===== config.mk =====
export PLATFORM = sky130hd
export DESIGN_NAME = ordered_list_engine
export DESIGN_NICKNAME = d
export VERILOG_FILES = /design/src/olist_pkg.sv /design/src/olist_store.sv /design/src/olist_ctrl.sv /design/src/ordered_list_engine.sv
export SDC_FILE = /design/constraint.sdc
export NUM_CORES = 2
export LEC_CHECK = 0
export BUFFER_PORTS_ARGS = -buffer_cell sky130_fd_sc_hd__buf_2
export CAP_MARGIN = 20
export CORE_ASPECT_RATIO = 0.9
export CORE_MARGIN = 2
export CORE_UTILIZATION = 30
export CTS_CLUSTER_SIZE = 16
export DETAILED_ROUTE_END_ITERATION = 7
export PLACE_DENSITY_LB_ADDON = 0.2
export SYNTH_ARGS = -nofsm -noshare
export SYNTH_HDL_FRONTEND = slang
export SYNTH_HIERARCHICAL = 1
export SYNTH_SLANG_ARGS = --single-unit

===== constraint.sdc =====
create_clock -name i_clk -period 9.36 [get_ports i_clk]
set_clock_uncertainty 0.1 [all_clocks]
set_input_delay 1.404 -clock i_clk [delete_from_list [all_inputs] [get_ports i_clk]]
set_output_delay 1.404 -clock i_clk [all_outputs]
set_load 0.03 [all_outputs]

===== src/olist_pkg.sv =====
// Shared types and constants for the ordered list engine.
package olist_pkg;

    localparam int CAPACITY = 32;
    localparam int ADDR_W   = $clog2(CAPACITY);
    localparam int CNT_W    = $clog2(CAPACITY + 1);
    localparam int DATA_W   = 32;
    localparam int POS_W    = 7;
    localparam int OP_W     = 4;
    localparam int ST_W     = 3;

    localparam int IN_TDATA_W  = 40;
    localparam int OUT_TDATA_W = 48;

    typedef enum logic [OP_W-1:0] {
        OP_INS_FRONT = 4'd0,
        OP_INS_REAR  = 4'd1,
        OP_INS_POS   = 4'd2,
        OP_DEL_FRONT = 4'd3,
        OP_DEL_REAR  = 4'd4,
        OP_DEL_POS   = 4'd5,
        OP_DEL_KEY   = 4'd6,
        OP_SEARCH    = 4'd7,
        OP_DISPLAY   = 4'd8
    } t_opcode;

    typedef enum logic [ST_W-1:0] {
        ST_OK       = 3'd0,
        ST_EMPTY    = 3'd1,
        ST_BADPOS   = 3'd2,
        ST_NOTFOUND = 3'd3,
        ST_FULL     = 3'd4
    } t_status;

    typedef enum logic [2:0] {
        S_IDLE,
        S_DECODE,
        S_UP,
        S_INS_WR,
        S_DEL_VAL,
        S_DN,
        S_SCAN,
        S_EMIT
    } t_state;

    typedef struct packed {
        t_status            status;
        logic [DATA_W-1:0]  value;
        logic [POS_W-1:0]   position;
        logic [POS_W-1:0]   length;
        logic               last;
    } t_result;

    typedef struct packed {
        logic               en;
        logic [ADDR_W-1:0]  addr;
        logic [DATA_W-1:0]  data;
    } t_mem_wr;

endpackage


===== src/olist_store.sv =====
// Element storage: one write port, one registered read port.
module olist_store (
    input  logic                          i_clk,
    input  olist_pkg::t_mem_wr            i_wr,
    input  logic [olist_pkg::ADDR_W-1:0]  i_rd_addr,
    output logic [olist_pkg::DATA_W-1:0]  o_rd_data
);
    import olist_pkg::*;

    logic [DATA_W-1:0] mem [CAPACITY];
    logic [DATA_W-1:0] r_rd_data;

    always_ff @(posedge i_clk) begin
        if (i_wr.en) begin
            mem[i_wr.addr] <= i_wr.data;
        end
    end

    always_ff @(posedge i_clk) begin
        r_rd_data <= mem[i_rd_addr];
    end

    assign o_rd_data = r_rd_data;

endmodule


===== src/olist_ctrl.sv =====
// Sequencer: decodes an operation, walks an element per cycle unless stalled.
module olist_ctrl (
    input  logic                          i_clk,
    input  logic                          i_rst_n,
    input  logic                          i_valid,
    output logic                          o_ready,
    input  olist_pkg::t_opcode            i_op,
    input  logic [olist_pkg::DATA_W-1:0]  i_key,
    input  logic [olist_pkg::POS_W-1:0]   i_pos,
    output olist_pkg::t_mem_wr            o_wr,
    output logic [olist_pkg::ADDR_W-1:0]  o_rd_addr,
    input  logic [olist_pkg::DATA_W-1:0]  i_rd_data,
    input  logic                          i_slot_free,
    output logic                          o_emit,
    output olist_pkg::t_result            o_res
);
    import olist_pkg::*;

    localparam int XW = CNT_W + 1;
    localparam int PW = POS_W + 1;

    t_state             r_state,  n_state;
    t_opcode            r_op,     n_op;
    logic [DATA_W-1:0]  r_key,    n_key;
    logic [POS_W-1:0]   r_pos,    n_pos;
    logic [CNT_W-1:0]   r_count,  n_count;
    logic [ADDR_W-1:0]  r_ptr,    n_ptr;
    logic [ADDR_W-1:0]  r_tgt,    n_tgt;
    t_status            r_status, n_status;
    logic [DATA_W-1:0]  r_res,    n_res;
    logic [POS_W-1:0]   r_rpos,   n_rpos;

    logic [XW-1:0]      ptr_x;
    logic [XW-1:0]      cnt_x;
    logic [PW-1:0]      pos_p;
    logic [PW-1:0]      cnt_p;
    logic [CNT_W-1:0]   ins_tgt;
    logic [CNT_W-1:0]   del_idx;

    always_ff @(posedge i_clk) begin
        if (!i_rst_n) begin
            r_state <= S_IDLE;
            r_count <= '0;
        end else begin
            r_state <= n_state;
            r_count <= n_count;
        end
    end

    always_ff @(posedge i_clk) begin
        r_op     <= n_op;
        r_key    <= n_key;
        r_pos    <= n_pos;
        r_ptr    <= n_ptr;
        r_tgt    <= n_tgt;
        r_status <= n_status;
        r_res    <= n_res;
        r_rpos   <= n_rpos;
    end

    always_comb begin
        ptr_x = XW'(r_ptr);
        cnt_x = XW'(r_count);
        pos_p = PW'(r_pos);
        cnt_p = PW'(r_count);

        case (r_op)
            OP_INS_FRONT: ins_tgt = '0;
            OP_INS_REAR:  ins_tgt = r_count;
            default:      ins_tgt = CNT_W'(r_pos - POS_W'(1));
        endcase
        case (r_op)
            OP_DEL_FRONT: del_idx = '0;
            OP_DEL_REAR:  del_idx = r_count - CNT_W'(1);
            default:      del_idx = CNT_W'(r_pos - POS_W'(1));
        endcase

        n_state  = r_state;
        n_op     = r_op;
        n_key    = r_key;
        n_pos    = r_pos;
        n_count  = r_count;
        n_ptr    = r_ptr;
        n_tgt    = r_tgt;
        n_status = r_status;
        n_res    = r_res;
        n_rpos   = r_rpos;

        o_ready   = 1'b0;
        o_wr      = '0;
        o_rd_addr = r_ptr;
        o_emit    = 1'b0;
        o_res     = '0;

        case (r_state)
            S_IDLE: begin
                o_ready = 1'b1;
                if (i_valid) begin
                    n_op    = i_op;
                    n_key   = i_key;
                    n_pos   = i_pos;
                    n_state = S_DECODE;
                end
            end

            S_DECODE: begin
                n_status = ST_OK;
                n_res    = '0;
                n_rpos   = '0;
                case (r_op)
                    OP_INS_FRONT, OP_INS_REAR, OP_INS_POS: begin
                        if (cnt_x >= XW'(CAPACITY)) begin
                            n_status = ST_FULL;
                            n_state  = S_EMIT;
                        end else if (r_op == OP_INS_POS &&
                                     (r_pos == '0 || pos_p > cnt_p + PW'(1))) begin
                            n_status = ST_BADPOS;
                            n_state  = S_EMIT;
                        end else if (ins_tgt == r_count) begin
                            // append: nothing to move
                            o_wr.en   = 1'b1;
                            o_wr.addr = ADDR_W'(ins_tgt);
                            o_wr.data = r_key;
                            n_count   = r_count + CNT_W'(1);
                            n_state   = S_EMIT;
                        end else begin
                            o_rd_addr = ADDR_W'(r_count - CNT_W'(1));
                            n_ptr     = ADDR_W'(r_count - CNT_W'(1));
                            n_tgt     = ADDR_W'(ins_tgt);
                            n_state   = S_UP;
                        end
                    end
                    OP_DEL_FRONT, OP_DEL_REAR, OP_DEL_POS: begin
                        if (r_count == '0) begin
                            n_status = ST_EMPTY;
                            n_state  = S_EMIT;
                        end else if (r_op == OP_DEL_POS &&
                                     (r_pos == '0 || pos_p > cnt_p)) begin
                            n_status = ST_BADPOS;
                            n_state  = S_EMIT;
                        end else begin
                            o_rd_addr = ADDR_W'(del_idx);
                            n_ptr     = ADDR_W'(del_idx);
                            n_state   = S_DEL_VAL;
                        end
                    end
                    OP_DEL_KEY, OP_SEARCH, OP_DISPLAY: begin
                        if (r_count == '0) begin
                            n_status = ST_EMPTY;
                            n_state  = S_EMIT;
                        end else begin
                            o_rd_addr = '0;
                            n_ptr     = '0;
                            n_state   = S_SCAN;
                        end
                    end
                    default: begin
                        n_state = S_IDLE;
                    end
                endcase
            end

            // move store[ptr] up by one, walking toward the insert point
            S_UP: begin
                o_wr.en   = 1'b1;
                o_wr.addr = ADDR_W'(ptr_x + XW'(1));
                o_wr.data = i_rd_data;
                if (r_ptr == r_tgt) begin
                    n_state = S_INS_WR;
                end else begin
                    o_rd_addr = r_ptr - ADDR_W'(1);
                    n_ptr     = r_ptr - ADDR_W'(1);
                end
            end

            S_INS_WR: begin
                o_wr.en   = 1'b1;
                o_wr.addr = r_tgt;
                o_wr.data = r_key;
                n_count   = r_count + CNT_W'(1);
                n_state   = S_EMIT;
            end

            // read data holds the element being removed
            S_DEL_VAL: begin
                n_res  = i_rd_data;
                n_rpos = POS_W'(ptr_x + XW'(1));
                if (ptr_x + XW'(1) < cnt_x) begin
                    o_rd_addr = ADDR_W'(ptr_x + XW'(1));
                    n_state   = S_DN;
                end else begin
                    n_count = r_count - CNT_W'(1);
                    n_state = S_EMIT;
                end
            end

            // close the gap: store[ptr] <= store[ptr+1]
            S_DN: begin
                o_wr.en   = 1'b1;
                o_wr.addr = r_ptr;
                o_wr.data = i_rd_data;
                if (ptr_x + XW'(2) < cnt_x) begin
                    o_rd_addr = ADDR_W'(ptr_x + XW'(2));
                    n_ptr     = ADDR_W'(ptr_x + XW'(1));
                end else begin
                    n_count = r_count - CNT_W'(1);
                    n_state = S_EMIT;
                end
            end

            S_SCAN: begin
                if (r_op == OP_DISPLAY) begin
                    if (i_slot_free) begin
                        o_emit         = 1'b1;
                        o_res.status   = ST_OK;
                        o_res.value    = i_rd_data;
                        o_res.position = POS_W'(ptr_x + XW'(1));
                        o_res.length   = POS_W'(r_count);
                        o_res.last     = (ptr_x + XW'(1) == cnt_x);
                        o_rd_addr      = ADDR_W'(ptr_x + XW'(1));
                        n_ptr          = ADDR_W'(ptr_x + XW'(1));
                        if (ptr_x + XW'(1) == cnt_x) begin
                            n_state = S_IDLE;
                        end
                    end
                end else if (i_rd_data == r_key) begin
                    n_res    = i_rd_data;
                    n_rpos   = POS_W'(ptr_x + XW'(1));
                    n_status = ST_OK;
                    if (r_op == OP_SEARCH) begin
                        n_state = S_EMIT;
                    end else if (ptr_x + XW'(1) < cnt_x) begin
                        o_rd_addr = ADDR_W'(ptr_x + XW'(1));
                        n_state   = S_DN;
                    end else begin
                        n_count = r_count - CNT_W'(1);
                        n_state = S_EMIT;
                    end
                end else if (ptr_x + XW'(1) == cnt_x) begin
                    n_status = ST_NOTFOUND;
                    n_res    = '0;
                    n_rpos   = '0;
                    n_state  = S_EMIT;
                end else begin
                    o_rd_addr = ADDR_W'(ptr_x + XW'(1));
                    n_ptr     = ADDR_W'(ptr_x + XW'(1));
                end
            end

            S_EMIT: begin
                if (i_slot_free) begin
                    o_emit         = 1'b1;
                    o_res.status   = r_status;
                    o_res.value    = r_res;
                    o_res.position = r_rpos;
                    o_res.length   = POS_W'(r_count);
                    o_res.last     = 1'b1;
                    n_state        = S_IDLE;
                end
            end

            default: begin
                n_state = S_IDLE;
            end
        endcase
    end

    a_count_bound: assert property (@(posedge i_clk) disable iff (!i_rst_n)
        XW'(r_count) <= XW'(CAPACITY))
        else $error("element count above capacity");

    a_emit_slot: assert property (@(posedge i_clk) disable iff (!i_rst_n)
        o_emit |-> i_slot_free)
        else $error("result emitted into a busy output slot");

    a_count_step: assert property (@(posedge i_clk) disable iff (!i_rst_n)
        ($past(i_rst_n) && r_count != $past(r_count)) |->
        (r_count == $past(r_count) + CNT_W'(1) || r_count + CNT_W'(1) == $past(r_count)))
        else $error("element count moved by more than one");

    a_idle_no_write: assert property (@(posedge i_clk) disable iff (!i_rst_n)
        (r_state == S_IDLE) |-> !o_wr.en)
        else $error("store written while idle");

    a_accept_decode: assert property (@(posedge i_clk) disable iff (!i_rst_n)
        (o_ready && i_valid) |=> (r_state == S_DECODE))
        else $error("accepted item not decoded");

endmodule


===== src/ordered_list_engine.sv =====
// Ordered list engine: top level with stream ports and the output register.
//
// Slave channel carries one operation per item: tuser holds the opcode,
// tdata the value or key and the 1-based position. Master channel returns
// results: tuser holds the status, tdata the value, position and length,
// tlast marks the final result of an operation.
// One operation is worked at a time; s_axis_tready is high only while the
// sequencer waits for an item. An insert at an index first moves the
// elements from the last one down to that index up by one, a delete
// closes the gap behind the removed element, search and delete by key
// scan from the front, and display returns one result per element.
// The single read port of the element store is walked one element per
// cycle, except that a display walk can pause, as described below.
// The result sits in an output register, so the next operation is taken
// while it waits. When the receiver stalls, a display walk pauses on the
// current element and any other result waits in its state until the
// register frees. Reset empties the list; store contents stay undefined
// and are never read before being written.
module ordered_list_engine (
    input  logic                                i_clk,
    input  logic                                i_rst_n,
    input  logic                                i_s_axis_tvalid,
    output logic                                o_s_axis_tready,
    // [31:0] data_value, [38:32] list_position, [39] zero
    input  logic [olist_pkg::IN_TDATA_W-1:0]    i_s_axis_tdata,
    // [3:0] opcode
    input  logic [olist_pkg::OP_W-1:0]          i_s_axis_tuser,
    output logic                                o_m_axis_tvalid,
    input  logic                                i_m_axis_tready,
    // [31:0] result_value, [38:32] found_position, [45:39] length_after, [47:46] zero
    output logic [olist_pkg::OUT_TDATA_W-1:0]   o_m_axis_tdata,
    // [2:0] status
    output logic [olist_pkg::ST_W-1:0]          o_m_axis_tuser,
    output logic                                o_m_axis_tlast
);
    import olist_pkg::*;

    t_mem_wr            mem_wr;
    logic [ADDR_W-1:0]  rd_addr;
    logic [DATA_W-1:0]  rd_data;
    logic               slot_free;
    logic               emit;
    t_result            res;

    logic               r_m_valid;
    t_result            r_m_res;

    assign slot_free = !r_m_valid || i_m_axis_tready;

    olist_store u_store (
        .i_clk     (i_clk),
        .i_wr      (mem_wr),
        .i_rd_addr (rd_addr),
        .o_rd_data (rd_data)
    );

    olist_ctrl u_ctrl (
        .i_clk       (i_clk),
        .i_rst_n     (i_rst_n),
        .i_valid     (i_s_axis_tvalid),
        .o_ready     (o_s_axis_tready),
        .i_op        (t_opcode'(i_s_axis_tuser)),
        .i_key       (i_s_axis_tdata[DATA_W-1:0]),
        .i_pos       (i_s_axis_tdata[DATA_W+POS_W-1:DATA_W]),
        .o_wr        (mem_wr),
        .o_rd_addr   (rd_addr),
        .i_rd_data   (rd_data),
        .i_slot_free (slot_free),
        .o_emit      (emit),
        .o_res       (res)
    );

    always_ff @(posedge i_clk) begin
        if (!i_rst_n) begin
            r_m_valid <= 1'b0;
        end else if (emit) begin
            r_m_valid <= 1'b1;
        end else if (i_m_axis_tready) begin
            r_m_valid <= 1'b0;
        end
    end

    always_ff @(posedge i_clk) begin
        if (emit) begin
            r_m_res <= res;
        end
    end

    assign o_m_axis_tvalid = r_m_valid;
    assign o_m_axis_tdata  = {2'b00, r_m_res.length, r_m_res.position, r_m_res.value};
    assign o_m_axis_tuser  = r_m_res.status;
    assign o_m_axis_tlast  = r_m_res.last;

endmodule

==> summary by stage <==
Yosys
The synthesized area is about 50000 µm². The commonest cells after synthesis are sky130_fd_sc_hd__edfxtp_1, sky130_fd_sc_hd__mux2i_1, sky130_fd_sc_hd__nand2_1, sky130_fd_sc_hd__a21oi_1, sky130_fd_sc_hd__a22o_1. The cell count after synthesis came out at 3121. By area the synthesized netlist is led by sky130_fd_sc_hd__edfxtp_1, sky130_fd_sc_hd__mux2i_1, sky130_fd_sc_hd__a22o_1.

In this run, synthesis inferred between 1k and 1.5k flip-flops with an integrated enable. The synthesized design devotes to its leading area cell type 70.6% of total area. The fraction of registers with async set or reset after synthesis is 0%. The leading cell type by number of instances after synthesis is sky130_fd_sc_hd__edfxtp_1. The mean cell area of the mapped netlist is 15.9 µm².

Sequential elements use 72.3% of the synthesized area. The count of cell types in the netlist is 77. The cell accounting for the most synthesized area is sky130_fd_sc_hd__edfxtp_1. Counting flops and latches in the post-synthesis netlist gives ~1.2k. In the synthesized netlist the dominant register cell turns out to be sky130_fd_sc_hd__edfxtp_1. The warning count from the yosys run is 6.

Min path
The depth of the worst hold-timing path is 2. The worst hold path terminates at o_m_axis_tdata[36]. In this run the worst hold path is classified as reg -> reg. The startpoint of the worst hold path is u_ctrl/r_rpos[4].

Critical path
The beginning of the worst register-to-register path is u_ctrl/r_count[3]. The worst register-to-register path has a setup slack of approximately 2500 ps. The endpoint identified for the worst register-to-register timing path is u_store/mem[22][13]. The startpoint type of the worst setup path is a register.

The kind of end point of the critical path is a register. Of all nets on the critical path, the largest fanout is 20. The worst endpoint required time is roughly 9600 ps. The signal on the critical path passes through clkinv_1 -> or3_1 -> xnor2_1 -> ha_1 -> nand3_1 -> or3_1 -> o211ai_1 -> nand3_1 -> nor4_4 -> o21ai_0 -> a21boi_0 -> nand3b_1 -> nor2_4 -> buf_4. The kind of cell adding the most delay to the critical path is simple AND/OR/NAND/NOR gates. Measured in cells, the most critical reg-to-reg path has a length of 14. The critical path arrival is 7120 ps. The maximum cell stage delay along the critical path is 1000 ps. Together, buffers and inverters on the worst path number 2. The type of the setup path with the least slack is reg -> reg.

The slowest stage of the critical path is the sky130_fd_sc_hd__nor2_4 cell. The critical path crosses 14 cells after its start point.

Floorplanning
The cell row count is 141. The area inside the core boundary is 164000 µm². The die outline height is just under 400 µm. The overall die width is 433 µm. The die area is 169000 µm². The number of primary I/O pins is 102.

Once the floorplan was initialized, standard cells occupied between 30% and 40% of the core.

STA
Setup repair after global routing left no endpoint under its margin. The share of the cycle needed by the critical path after routing is approximately 73%. The slew of the pin with the lowest slew margin is around 1100 ps. After routing, the total negative slack on setup checks comes to 0 ps. The headroom to the max-slew limit is 23.9%.

On the final layout, the worst hold slack is 433 ps. Timing would allow up to 146 MHz. The number of setup violations in the final report is 0. The count of pins over their slew limit is 0. The minimum clock period after layout is 6840 ps. The hold violation count in the final report is 0.

GRT
After global routing the overflow that remains totals 0. The number of antenna violations at the first check in global routing came to 1. The via count of the first global-routing pass is ~27k. The first global-routing pass estimated 207 mm of wire.

The overall track demand over capacity in global routing is 17.1%. The maximum number of pins on one net before global-route repair is 98.

Final layout
The layout has 15.8k filler cells. After the last flow step, the layout net total stands at 3350. The post-route netlist has 13.1% of its cells at a drive strength greater than 1. Cells fill between 30% and 40% of the core in the end.

From synthesis to final layout, the design area changed by 16.1%.

Clock tree
Counting the buffers created by CTS gives between 100 and 150. For the worst-skew pair, the clock arrives at the later sink with an insertion delay of 770 ps. Clock-pin slew was measured on the worst setup and hold paths at 60 ps. In this run the clock root is driven by a sky130_fd_sc_hd__clkbuf_16. The clock tree from TritonCTS is yes.

After clock tree synthesis, the setup repair step added 0 buffers. The tree built by TritonCTS fans out to ~1.2k sinks. Buffers inserted to repair hold after CTS numbered 0.

The number of H-tree levels is 4. Gates resized during post-CTS repair numbered 0. The maximum clock insertion buffer count is 3.

Pwr
In this run the power density over the cells is slightly below 400 nW/µm². In this run the static leakage power is 19.4 nW. The maximum resistive drop on vdd is 0.000429 V. The overall power after layout is 22.9 mW.

Status
The flow ran to the end, and the final reports show no timing, DRC or antenna violations.

Placement
The estimated wirelength of the detail-placed design is 83.4 mm. The number of input and output port buffers inserted is 98. Routability-driven placement finished with a final weighted congestion of 0.876.

Job
The tool flagged a number of max-cap violations equal to 0.

Drt
Once detail routing completed, the nets flagged for antenna violations numbered 0. The average wire per cell in the routed design is 26.1 µm. The first routing iteration left 2387 violations. Across all layers, the routed design uses 28.2k vias. The average via count per standard cell is 5.04. The routed design has 146 mm of wire. In the routed design, unresolved DRC markers number 0. Before antenna repair, the detailed router went through 5 iterations.
[state kept, by name, summed over array words and instances (netlist names)]
register           cells
u_ctrl/r_res          32
u_ctrl/r_state         3
u_ctrl/r_op            4
u_store/o_rd_data     32
u_ctrl/r_count         6
u_ctrl/r_pos           7
o_m_axis_tvalid        1
o_m_axis_tlast         1
u_ctrl/r_tgt           5
o_m_axis_tuser         3
u_store/mem         1024
u_ctrl/r_ptr           5
u_ctrl/r_rpos          6
o_m_axis_tdata        46
u_ctrl/r_key          32
u_ctrl/r_status        3
[layer usage]
metal / global-route usage, % / vias up / wire length, µm
li1: - / 12600 / -
met1: 24.4 / 14600 / 67500
met2: 27.2 / 833 / 68300
met3: 2.92 / 161 / 8130
met4: 3.78 / 0 / 2500
met5: 0 / - / 0
[layout by cell type (no fill, tap or decap), types with 42 or more instances in the layout]
cell / instances
sky130_fd_sc_hd__a22oi_1: 104
sky130_fd_sc_hd__nor2_1: 57
sky130_fd_sc_hd__a22o_1: 130
sky130_fd_sc_hd__edfxtp_1: 1168
sky130_fd_sc_hd__nand2_1: 158
sky130_fd_sc_hd__buf_4: 66
sky130_fd_sc_hd__xnor2_1: 53
sky130_fd_sc_hd__mux2i_1: 520
sky130_fd_sc_hd__buf_2: 98
sky130_fd_sc_hd__a21oi_1: 135
sky130_fd_sc_hd__dfxtp_1: 42
sky130_fd_sc_hd__clkbuf_16: 141
sky130_fd_sc_hd__nor3_1: 50
sky130_fd_sc_hd__clkbuf_1: 47
sky130_fd_sc_hd__and2_1: 46
sky130_fd_sc_hd__nand3_1: 124
[worst max path at each step]
stage                       from                  end  slack, ps
6_report       u_ctrl/r_count[3]  u_store/mem[22][13]       2520
5_1_grt        u_ctrl/r_count[3]    u_store/mem[2][8]       2030
4_1_cts        u_ctrl/r_count[3]   u_store/mem[2][30]       2470
3_5_place_dp   u_ctrl/r_count[0]   u_store/mem[2][26]       2500
3_3_place_gp   u_ctrl/r_count[0]   u_store/mem[2][26]       2590
2_1_floorplan  u_ctrl/r_count[0]   u_store/mem[28][0]       3750
[where the power goes]
group	switching (mW)	internal, mW	leakage, nW
registers	0.446	6.89	11.1
logic	6.62	3.67	6.15
clock network	2.20	3.09	2.14
total	9.27	13.6	19.4
[layout make-up]
| type | instances | area (µm²) | share of cell area (%) |
|---|---|---|---|
| antenna | 1 | 2.50 | 0.00434 |
| clock buffer | 191 | 3730 | 6.47 |
| clock inverter | 65 | 701 | 1.21 |
| inverter | 24 | 90.1 | 0.156 |
| multi-input combinational | 1706 | 13000 | 22.5 |
| sequential | 1210 | 35900 | 62.2 |
| tap | 2216 | 2770 | 4.80 |
| timing repair buffer | 186 | 1490 | 2.59 |
[cell families (layout without fill, tap and decap cells)]
kind of cell,Yosys count,after routing,share of synthesized area [%]
flip-flops,1210,1210,72.3
AND/OR/NAND/NOR,557,557,5.53
AO/OA/AOI/OAI,524,524,7.45
multiplexers,521,521,10.5
buffers and inverters,207,466,2.22
XOR/XNOR,64,64,1.13
adder cells (fa/ha/maj),36,36,0.906
other,2,5,0.0151
[per-stage QoR]
stage,std cells,instance area (µm²),worst slack [ps]
after floorplan,3123,49700,3750
final,5599,57700,2520
after detailed placement,5330,53000,2500
after CTS,5586,57400,2470
after global routing,5598,57700,2030
after global placement,5330,53000,2590
[worst min-delay path, delay by kind of cell (launching register included)]
kind,cells,cell delay [ps]
flip-flops,1,320
AO/OA/AOI/OAI,1,60
AND/OR/NAND/NOR,1,40
Note: power is estimated with default switching activity, not from simulation.
